--- config.mk ---
export PLATFORM = sky130hd
export DESIGN_NAME = ucrb_ram
export DESIGN_NICKNAME = d
export VERILOG_FILES = /design/src/hdl/assert_macros.svh /design/src/hdl/ucrb_ram.sv
export SDC_FILE = /design/constraint.sdc
export NUM_CORES = 2
export LEC_CHECK = 0
export BUFFER_PORTS_ARGS = -buffer_cell sky130_fd_sc_hd__buf_2
export CORE_MARGIN = 3
export CORE_UTILIZATION = 24
export DETAILED_ROUTE_END_ITERATION = 16
export PLACE_DENSITY_LB_ADDON = 0.08
export RECOVER_POWER = 25
export SYNTH_ARGS = -nofsm -noshare
export SYNTH_HDL_FRONTEND = slang
export SYNTH_SLANG_ARGS = --single-unit
--- constraint.sdc ---
create_clock -name clk -period 6.5 [get_ports clk]
set_clock_uncertainty 0.15 [all_clocks]
set_input_delay 0.325 -clock clk [delete_from_list [all_inputs] [get_ports clk]]
set_output_delay 0.325 -clock clk [all_outputs]
set_load 0.05 [all_outputs]
--- src/hdl/assert_macros.svh ---
// assertion macros for the rtl files, included by ucrb_ctrl
`ifndef ASSERT_MACROS_SVH
`define ASSERT_MACROS_SVH

// implication checked on every rising clk edge, off while arst_n is low
`define ASSERT_CLK(label, prop, msg) \
	label: assert property (@(posedge clk) disable iff (!arst_n) (prop)) else $error(msg);

// condition that must never be seen on a rising clk edge out of reset
`define ASSERT_NEVER(label, cond, msg) \
	label: assert property (@(posedge clk) disable iff (!arst_n) !(cond)) else $error(msg);

`endif

--- src/hdl/ucrb_ram.sv ---
// generic single-clock ram, one write and one registered read port
`default_nettype none

module ucrb_ram #(
	parameter int DEPTH = 256,
	parameter int WIDTH = 8
) (
	input  wire logic                                      clk,
	input  wire logic                                      we,
	input  wire logic [((DEPTH > 2) ? $clog2(DEPTH) : 1)-1:0] waddr,
	input  wire logic [WIDTH-1:0]                          wdata,
	input  wire logic                                      re,
	input  wire logic [((DEPTH > 2) ? $clog2(DEPTH) : 1)-1:0] raddr,
	output logic      [WIDTH-1:0]                          rdata
);

	logic [WIDTH-1:0] mem [DEPTH];

	always_ff @(posedge clk) begin
		if (we) begin
			mem[waddr] <= wdata;
		end
	end

	always_ff @(posedge clk) begin
		if (re) begin
			rdata <= mem[raddr];
		end
	end

endmodule

`default_nettype wire

==> impl_metrics.tcl <==
set metrics [dict create \
    slew_violations 680 \
    dp_hpwl_mm 158.4 \
    fin_crit_ns 4.971 \
    arrival_ns 5.43 \
    fmax_mhz 201.2 \
    period_share_pct 76.48 \
    vias 38426 \
    violations "max-capacitance violations, max-slew violations" \
    drt_iter0_markers 3636 \
    cts_setup_buffers 0 \
    powerDensity_mw_per_mm2 312.9 \
    relSlewSlack_pct -240.1 \
    grt_pass1_wl_mm 352.5 \
    layout_commonest_cell "edfxtp_1" \
    yosys_warnings 0 \
    coreArea_mm2 0.3287 \
    viasPerCell 4.535 \
    final_cell_mix "2056 x edfxtp_1, 454 x mux4_2, 279 x nor2_1" \
    cts.clk_slew.worst_paths_ns 0.06 \
    synth-edff-count 2056 \
    drv_cap 10 \
    final_antenna_net_count 0 \
    netlist_instances 3733 \
    fillerInstances 32291 \
    final.setup.tns_ns 0 \
    r2r_cells 6 \
    rr_endpoint "rdata[5]$_DFFE_PP_" \
    ys_seq_area_share_pct 77.53 \
    criticalPathCategory "input pin to flip-flop" \
    ys_types 54 \
    syn-num-nets 3760 \
    numPortBuffers 34 \
    insertion_delay_ns 0.91 \
    drive_gt1_share_pct 23.40 \
    die_area_mm2 0.3388 \
    layout_setup_ws_ns 1.529 \
    crit_fanout 82 \
    gr-usage-met1_pct 20.90 \
    synth_async_sr_flop_share_pct 0 \
    cts_hold_buf 12 \
    critPathCapture "mem[192][6]$_DFFE_PP_" \
    antenna_found_initial 30 \
    r2r-start "mem[211][5]$_DFFE_PP_" \
    cts_buffers 237 \
    rrSetupSlack_ns 2.66 \
    synth.cell_area_mm2 0.07964 \
    dieWidth_um 582.0 \
    multi_input_area_mm2 0.01657 \
    wirelength_mm 256.7 \
    top_usage_layer "met2" \
    dr.pass1.iters 5 \
    cts_sinks 2056 \
    clock_path_buffers 4 \
    rsz0062_at_grt "no" \
    cts-root-buf "clkbuf_16" \
    grt_overflow_total 0 \
    setup_viol 0 \
    grt.met3_usage_pct 2.648 \
    cts_tree "built" \
    wl_per_cell_um 30.29 \
    crit_path_start "wdata[6]" \
    p_total_mw 29.00 \
    p_leak_nw 27.82 \
    syn_area_per_cell_um2 21.33 \
    grt_pass1_vias 40027 \
    ir_drop_mv 0.2029 \
    start_util_pct 24.23 \
    drc 0 \
    synth_top_flop_cell "edfxtp_1" \
    status "complete, but fails checks" \
    grt_use_met2_pct 23.80 \
    htreeDepth 4 \
    seq_area_mm2 0.06174 \
    holdCritPathClass "input pin to flip-flop" \
    grt.total_usage_pct 14.91 \
    ys_seq_elements 2056 \
    critical_path.endpoint_type "flip-flop" \
    gp_congestion 0.7341 \
    die_h_um 582.0 \
    finalNetCount 3948 \
    final_core_util_pct 28.20 \
    grt_max_degree 165 \
    max_slew.worst_pin.slew_ns 5.102 \
    post_cts_resized 0 \
    io_pins 35 \
    cp-start-kind "input pin" \
    crit_required_ns 6.96 \
    area_delta_synth_final_pct 16.40 \
    rows 210 \
    hold_viol 0 \
    pre_cts_slack_ns 1.403 \
]
power by group:
| group | leakage, nW | switching, mW | internal (mW) | total [mW] |
|---|---|---|---|---|
| Sequential | 18.5 | 0.0238 | 14.6 | 14.7 |
| Clock | 3.60 | 5.50 | 7.38 | 12.9 |
| Combinational | 5.73 | 1.01 | 0.448 | 1.46 |
| Total | 27.8 | 6.54 | 22.5 | 29.0 |
flip-flops by register name, indices dropped and copies added, names as in the netlist:
name	cells
mem	2048
rdata	8
worst min-delay path by stage:
stage	startpoint	endpoint	slack, ns	cells past startpoint
floorplan	wdata[0]	mem[0][0]$_DFFE_PP_	0.27	0
global placement	wdata[4]	mem[115][4]$_DFFE_PP_	0.63	1
detailed placement	wdata[4]	mem[113][4]$_DFFE_PP_	0.63	1
CTS	waddr[2]	mem[174][6]$_DFFE_PP_	0.02	3
global route	waddr[2]	mem[172][5]$_DFFE_PP_	0.1	3
finish	waddr[2]	mem[172][4]$_DFFE_PP_	0.08	3
cells in the mapped netlist, types with 24 or more instances:
| library cell | n | area share [%] |
|---|---|---|
| o22ai_1 | 28 | 0.22 |
| clkbuf_1 | 111 | 0.52 |
| buf_4 | 27 | 0.25 |
| a21oi_1 | 96 | 0.60 |
| mux4_2 | 454 | 13 |
| nand3_1 | 34 | 0.21 |
| o221ai_1 | 46 | 0.51 |
| edfxtp_1 | 2056 | 78 |
| nand2_1 | 33 | 0.16 |
| nor2b_1 | 31 | 0.24 |
| mux2i_1 | 134 | 1.7 |
| buf_2 | 31 | 0.19 |
| nor4_1 | 24 | 0.19 |
| nor2_1 | 282 | 1.3 |
| a22oi_1 | 133 | 1.3 |
stage by stage:
step | instances | hold slack [ns] | area, um2
2_1_floorplan | 3733 | 0.2739 | 79640
3_3_place_gp | 8015 | 0.6319 | 85270
3_5_place_dp | 8016 | 0.6342 | 85290
4_1_cts | 8465 | 0.01960 | 92760
5_1_grt | 8468 | 0.09586 | 92680
6_report | 8473 | 0.08225 | 92690
critical path: stages:
cell and delay [ns]:
dlygate4sd3_1 0.53, clkbuf_1 3.54, buf_4 0.89
layer usage:
layer  vias to the layer above  part of all wire (%)
li1                      16147                     -
met2                       925                    47
met3                       342                   4.7
met5                         -                 0.015
met4                         6                   2.6
met1                     21006                    46
logic make-up (layout without fill, tap and decap cells):
kind of cell           Yosys count  after routing  synth area share (%)
AO/OA/AOI/OAI                  385            385                 3.416
buffers and inverters          235            621                 1.829
flip-flops                    2056           2056                 77.53
multiplexers                   591            591                 14.60
other                            0              8                     0
AND/OR/NAND/NOR                466            466                 2.625
layout make-up:
cell class	instances	share of cell area (%)
flip-flops and latches	2056	66.61
clock buffers	298	6.668
inverters	2	0.008099
well taps	4346	5.866
diodes	8	0.02160
multi-input cells	1442	17.88
clock inverters	139	1.262
repair buffers	182	1.691
Power figures use the tool's default switching activity.
