$ cat config.mk
export PLATFORM = sky130hd
export DESIGN_NAME = ucrb_ctrl
export DESIGN_NICKNAME = d
export VERILOG_FILES = /design/src/hdl/ucrb_pkg.sv /design/src/hdl/ucrb_ctrl.sv
export VERILOG_INCLUDE_DIRS = /design/src /design/src/hdl
export SDC_FILE = /design/constraint.sdc
export NUM_CORES = 1
export LEC_CHECK = 0
export ABC_AREA = 1
export BUFFER_PORTS_ARGS = -buffer_cell sky130_fd_sc_hd__buf_2
export CAP_MARGIN = 40
export CORE_AREA = 2 2 76 78
export DETAILED_ROUTE_END_ITERATION = 10
export DIE_AREA = 0 0 78 80
export PLACE_DENSITY = 0.86
export SKIP_CTS_REPAIR_TIMING = 1
export SLEW_MARGIN = 5
export SYNTH_ARGS = -nofsm -noshare
export SYNTH_HDL_FRONTEND = slang
export SYNTH_SLANG_ARGS = --single-unit
$ cat constraint.sdc
create_clock -name clk -period 7.6 [get_ports clk]
set_input_delay 1.9 -clock clk [delete_from_list [all_inputs] [get_ports clk]]
set_output_delay 1.9 -clock clk [all_outputs]
set_load 0.1 [all_outputs]
$ cat src/hdl/assert_macros.svh
// assertion macros for the rtl files, included by ucrb_ctrl
`ifndef ASSERT_MACROS_SVH
`define ASSERT_MACROS_SVH

// implication checked on every rising clk edge, off while arst_n is low
`define ASSERT_CLK(label, prop, msg) \
	label: assert property (@(posedge clk) disable iff (!arst_n) (prop)) else $error(msg);

// condition that must never be seen on a rising clk edge out of reset
`define ASSERT_NEVER(label, cond, msg) \
	label: assert property (@(posedge clk) disable iff (!arst_n) !(cond)) else $error(msg);

`endif

$ cat src/hdl/ucrb_pkg.sv
// shared types, constants and pointer helpers for the uart ring buffers
`default_nettype none

package ucrb_pkg;

	localparam int RX_DEPTH = 256;
	localparam int TX_DEPTH = 256;
	localparam int RX_AW    = (RX_DEPTH > 2) ? $clog2(RX_DEPTH) : 1;
	localparam int TX_AW    = (TX_DEPTH > 2) ? $clog2(TX_DEPTH) : 1;

	typedef logic [RX_AW-1:0] rx_ptr_t;
	typedef logic [TX_AW-1:0] tx_ptr_t;
	typedef logic [7:0]       byte_t;

	typedef enum logic [1:0] {
		KIND_HOST_WRITE = 2'd0,
		KIND_HOST_READ  = 2'd1,
		KIND_LINE_RX    = 2'd2,
		KIND_TX_READY   = 2'd3
	} kind_t;

	// one port of a ring store: a write and a read per cycle
	typedef struct packed {
		logic    we;
		rx_ptr_t waddr;
		byte_t   wdata;
		logic    re;
		rx_ptr_t raddr;
	} rx_mem_t;

	typedef struct packed {
		logic    we;
		tx_ptr_t waddr;
		byte_t   wdata;
		logic    re;
		tx_ptr_t raddr;
	} tx_mem_t;

	// status flags of one result item
	typedef struct packed {
		logic write_accepted;
		logic read_valid;
		logic tx_valid;
		logic tx_irq_enabled;
		logic tx_idle;
		logic rx_dropped;
	} res_flags_t;

	function automatic rx_ptr_t rx_next(input rx_ptr_t p);
		rx_ptr_t r;
		if (p == RX_AW'(RX_DEPTH - 1)) begin
			r = '0;
		end else begin
			r = p + RX_AW'(1);
		end
		return r;
	endfunction

	function automatic tx_ptr_t tx_next(input tx_ptr_t p);
		tx_ptr_t r;
		if (p == TX_AW'(TX_DEPTH - 1)) begin
			r = '0;
		end else begin
			r = p + TX_AW'(1);
		end
		return r;
	endfunction

endpackage

`default_nettype wire

$ cat src/hdl/ucrb_ctrl.sv
// ring pointers, transmit enable and store access commands
`default_nettype none

`include "assert_macros.svh"

module ucrb_ctrl (
	input  wire logic                clk,
	input  wire logic                arst_n,
	input  wire logic                accept,
	input  wire logic [1:0]          kind,
	input  wire ucrb_pkg::byte_t     data_byte,
	output ucrb_pkg::rx_mem_t        rx_mem,
	output ucrb_pkg::tx_mem_t        tx_mem,
	output ucrb_pkg::res_flags_t     flags
);

	ucrb_pkg::rx_ptr_t rx_wp_q, rx_rp_q, rx_wp_d, rx_rp_d, rx_wp_nx, rx_rp_nx;
	ucrb_pkg::tx_ptr_t tx_wp_q, tx_rp_q, tx_wp_d, tx_rp_d, tx_wp_nx, tx_rp_nx;
	logic              tx_en_q, tx_en_d;
	ucrb_pkg::kind_t   kind_c;

	assign kind_c   = ucrb_pkg::kind_t'(kind);
	assign rx_wp_nx = ucrb_pkg::rx_next(rx_wp_q);
	assign rx_rp_nx = ucrb_pkg::rx_next(rx_rp_q);
	assign tx_wp_nx = ucrb_pkg::tx_next(tx_wp_q);
	assign tx_rp_nx = ucrb_pkg::tx_next(tx_rp_q);

	always_comb begin
		rx_wp_d = rx_wp_q;
		rx_rp_d = rx_rp_q;
		tx_wp_d = tx_wp_q;
		tx_rp_d = tx_rp_q;
		tx_en_d = tx_en_q;
		rx_mem  = '0;
		tx_mem  = '0;
		flags   = '0;
		if (accept) begin
			case (kind_c)
				ucrb_pkg::KIND_HOST_WRITE: begin
					// full at depth minus one entries
					if (tx_wp_nx != tx_rp_q) begin
						tx_mem.we            = 1'b1;
						tx_mem.waddr         = tx_wp_q;
						tx_mem.wdata         = data_byte;
						tx_wp_d              = tx_wp_nx;
						tx_en_d              = 1'b1;
						flags.write_accepted = 1'b1;
					end
				end
				ucrb_pkg::KIND_HOST_READ: begin
					if (rx_wp_q != rx_rp_q) begin
						rx_mem.re        = 1'b1;
						rx_mem.raddr     = rx_rp_q;
						rx_rp_d          = rx_rp_nx;
						flags.read_valid = 1'b1;
					end
				end
				ucrb_pkg::KIND_LINE_RX: begin
					// overflow drops the oldest byte
					if (rx_wp_nx == rx_rp_q) begin
						rx_rp_d          = rx_rp_nx;
						flags.rx_dropped = 1'b1;
					end
					rx_mem.we    = 1'b1;
					rx_mem.waddr = rx_wp_q;
					rx_mem.wdata = data_byte;
					rx_wp_d      = rx_wp_nx;
				end
				ucrb_pkg::KIND_TX_READY: begin
					if (tx_en_q) begin
						if (tx_wp_q == tx_rp_q) begin
							tx_en_d = 1'b0;
						end else begin
							tx_mem.re      = 1'b1;
							tx_mem.raddr   = tx_rp_q;
							tx_rp_d        = tx_rp_nx;
							flags.tx_valid = 1'b1;
						end
					end
				end
				default: begin
				end
			endcase
		end
		flags.tx_irq_enabled = tx_en_d;
		flags.tx_idle        = (tx_wp_d == tx_rp_d);
	end

	always_ff @(posedge clk or negedge arst_n) begin
		if (!arst_n) begin
			rx_wp_q <= '0;
			rx_rp_q <= '0;
			tx_wp_q <= '0;
			tx_rp_q <= '0;
			tx_en_q <= 1'b1;
		end else begin
			rx_wp_q <= rx_wp_d;
			rx_rp_q <= rx_rp_d;
			tx_wp_q <= tx_wp_d;
			tx_rp_q <= tx_rp_d;
			tx_en_q <= tx_en_d;
		end
	end

	`ASSERT_CLK(a_tx_full_holds, accept && kind == ucrb_pkg::KIND_HOST_WRITE && tx_wp_nx == tx_rp_q |=> $stable(tx_wp_q), "host write advanced a full transmit ring")
	`ASSERT_CLK(a_rx_not_empty, accept && kind == ucrb_pkg::KIND_LINE_RX |=> rx_wp_q != rx_rp_q, "receive ring empty right after a line byte")
	`ASSERT_CLK(a_en_fall, $fell(tx_en_q) |-> $past(accept && kind == ucrb_pkg::KIND_TX_READY && tx_wp_q == tx_rp_q), "transmit enable cleared without a ready on an empty ring")

endmodule

`default_nettype wire

==> results.json <==
{
  "status": "complete, no violations",
  "vias": 3343,
  "final_antenna_net_count": 0,
  "hold_violations": 0,
  "synth_seq_cells": 33,
  "fillers": 503,
  "path_max_fanout": 13,
  "clk_latency_ps": 290,
  "critPathKind": "input port to output pin",
  "powerDensity_nw_per_um2": 321.9,
  "grt_pass1_wl_um": 13530,
  "use_met3_pct": 3.846,
  "required_ps": 5700,
  "ios": 71,
  "die_x_um": 78,
  "die-area_um2": 6240,
  "fmax_ghz": 0.1676,
  "vias_per_cell": 5.427,
  "drtIter0Drc": 338,
  "ff_latch_area_um2": 827.0,
  "yosysTopAreaCell": "dfrtp_1",
  "critPathCaptureType": "output pin",
  "route.detailed.drc": 0,
  "clock_path_buffers": 2,
  "yosysSeqAreaShare_pct": 26.84,
  "finalSetupTns_ps": 0,
  "yosys-top-cells-area": "dfrtp_1 26%, nand2_1 15%, nor2_1 9.1%",
  "antenna_found_initial": 0,
  "max_cap_violations": 0,
  "clk_pin_slew_ps": 70,
  "worst_ep_arrival_time_ps": 4060,
  "relSlewSlack_pct": 44.79,
  "crit_path_start_kind": "input port",
  "post-route-period-util_pct": 78.49,
  "start_util_pct": 57.01,
  "globalRoute.busiestLayer": "met2",
  "stdcell_area_um2": 3520,
  "hp-class": "register to register",
  "cts_root_buffer": "clkbuf_8",
  "avgSynthCellArea_um2": 6.367,
  "gp_congestion": 0.9803,
  "synth_top_area_share_pct": 25.98,
  "ys_warn_count": 0,
  "rows": 27,
  "numCtsBuffers": 5,
  "die_h_um": 80,
  "finalSetupViolCount": 0,
  "io_buffers": 70,
  "grt_setup_unrepaired": "no",
  "grt_pass1_vias": 3026,
  "async_flop_share_pct": 100.0,
  "ir_worst_vdd_v": 0.0001923,
  "ys.flop_type": "dfrtp_1",
  "grt_max_degree": 34,
  "h-tree-depth": 2,
  "tightestPinTransition_ps": 826.2,
  "core_area_um2": 5405,
  "grt_usage_pct": 27.22,
  "dr.pass1.iters": 6,
  "post-dp-hpwl_um": 6209,
  "areaGrowthSynthToFinish_pct": 14.21,
  "syn-instance-count": 484,
  "p_leak_nw": 2.041,
  "drive_above_1_share_pct": 22.24,
  "cts_tree": "done",
  "synth_cell_types": 37,
  "drt_wl_total_um": 8173,
  "met2_usage_pct": 48.97,
  "n_antenna_cell": 0,
  "clock_sinks": 33,
  "wl_per_cell_um": 13.27,
  "grtUsageMet1_pct": 32.15,
  "place_area_um2": 3403,
  "synthesis.nets": 505,
  "synth-edff-count": 0,
  "fin_nets": 564,
  "multiInputGateArea_um2": 1869,
  "finClkSkew_ps": 5.629,
  "syn_area_um2": 3082,
  "grt-ovfl-total": 0,
  "slew_violations": 0,
  "period_needed_ps": 5965
}
per-stage QoR:
| stage | instances | hold slack (ps) | utilization (%) | power [W] | setup slack, ps |
|---|---|---|---|---|---|
| after floorplan | 484 | 506.5 | - | 0.0008312 | 1125 |
| after global placement | 608 | 531.9 | 62.96 | 0.0009283 | 1745 |
| after detailed placement | 608 | 550.0 | 62.96 | 0.0009477 | 1650 |
| after CTS | 616 | 567.4 | 65.12 | 0.001127 | 1656 |
| after global routing | 616 | 587.4 | 65.12 | 0.001226 | 1351 |
| final | 616 | 574.0 | 65.12 | 0.001133 | 1635 |
logic make-up after synthesis:
logic type | count (synthesis) | share of synthesized area, %
and+or+nand+nor | 298 | 44.09
AOI/OAI and AO/OA | 31 | 5.969
buffers and inverters | 89 | 12.50
adders and majority gates | 8 | 3.248
DFF | 33 | 26.84
xor gates and xnor gates | 25 | 7.349
metal layers:
layer | up-vias | wire (um) | part of all wire, %
met4 | 0 | 272 | 3.3
met5 | - | 0 | 0
met3 | 30 | 613 | 7.5
li1 | 1632 | - | -
met2 | 152 | 4089 | 50
met1 | 1529 | 3198 | 39
state kept, by name, indices dropped and copies added (netlist names):
register	count
rx_rp_q	8
rx_wp_q	8
tx_rp_q	8
tx_wp_q	8
tx_en_q	1
cell usage in the layout (no fill, tap or decap):
cell       count
nand3_4        1
nor3_1         8
dfrtp_1       32
a21oi_2        2
nand3_1       44
dfstp_2        1
o2111ai_1      1
nand2_4        3
bufinv_16      1
o21ai_0       14
a21oi_1        3
nand4_1       13
xor2_2         1
nor2_1        75
nand3_2        4
nor2_4         1
a311oi_1       1
ha_1           8
nand3b_1       4
inv_1         60
nor4_1         1
nand2_2        6
buf_2         70
nand2_1      127
nor2_2         7
o31ai_1        1
inv_2         11
clkbuf_8       6
clkbuf_1       1
o21ai_1        6
nor2_8         1
xnor2_1        5
xor2_1        19
or2_2          3
o21ai_2        3
critical path, stage by stage:
cell	delay, ps
buf_2	100
ha_1	180
nand3_1	140
nor2_2	410
inv_2	200
o21ai_0	260
inv_1	80
nand3_1	90
nand2_1	60
nor2_1	80
nand2_1	50
nor2_1	90
buf_2	430
Yosys cell counts, types with 2 or more instances:
cell type and count:
xnor2_1 5, nand4_1 13, clkbuf_1 6, ha_1 8
nor2_2 7, inv_2 11, o21ai_0 14, dfrtp_1 32
nand3_1 44, buf_6 2, o21ai_1 6, inv_1 60
nor2_1 75, or2_2 3, nand3_2 4, o21ai_2 3
nand2_2 6, xor2_1 19, nor3_1 8, nand2_1 127
buf_2 2, a21oi_1 3, a21oi_2 2, buf_4 6
nand2_4 3, nand3b_1 4
final cells by class:
type / count / share of cell area, %
multi-input combinational: 362 / 53.11
sequential: 33 / 23.50
timing repair buffer: 70 / 9.954
inverter: 71 / 7.572
tap: 72 / 2.560
clock buffer: 7 / 2.453
clock inverter: 1 / 0.8532
where the power goes:
group / internal [W] / leakage (nW) / switching (W) / total, W
combinational: 0.000189 / 1.58 / 0.000424 / 0.000613
clock: 0.000107 / 0.0585 / 0.0000697 / 0.000177
sequential: 0.000236 / 0.399 / 0.000108 / 0.000344
worst paths after layout:
kind                       slack [ps]         end  cells after the start       start
max reg2reg                      5220  tx_wp_q[5]                     12  tx_wp_q[0]
min in group asynchronous        1700  tx_wp_q[7]                      1      arst_n
max in group asynchronous        5390  rx_rp_q[7]                      1      arst_n
max                              1640    flags[1]                     13     kind[0]
min reg2reg                       570     tx_en_q                      2     tx_en_q
min                               570     tx_en_q                      2     tx_en_q
No activity file was read; power rests on OpenSTA's default activity.
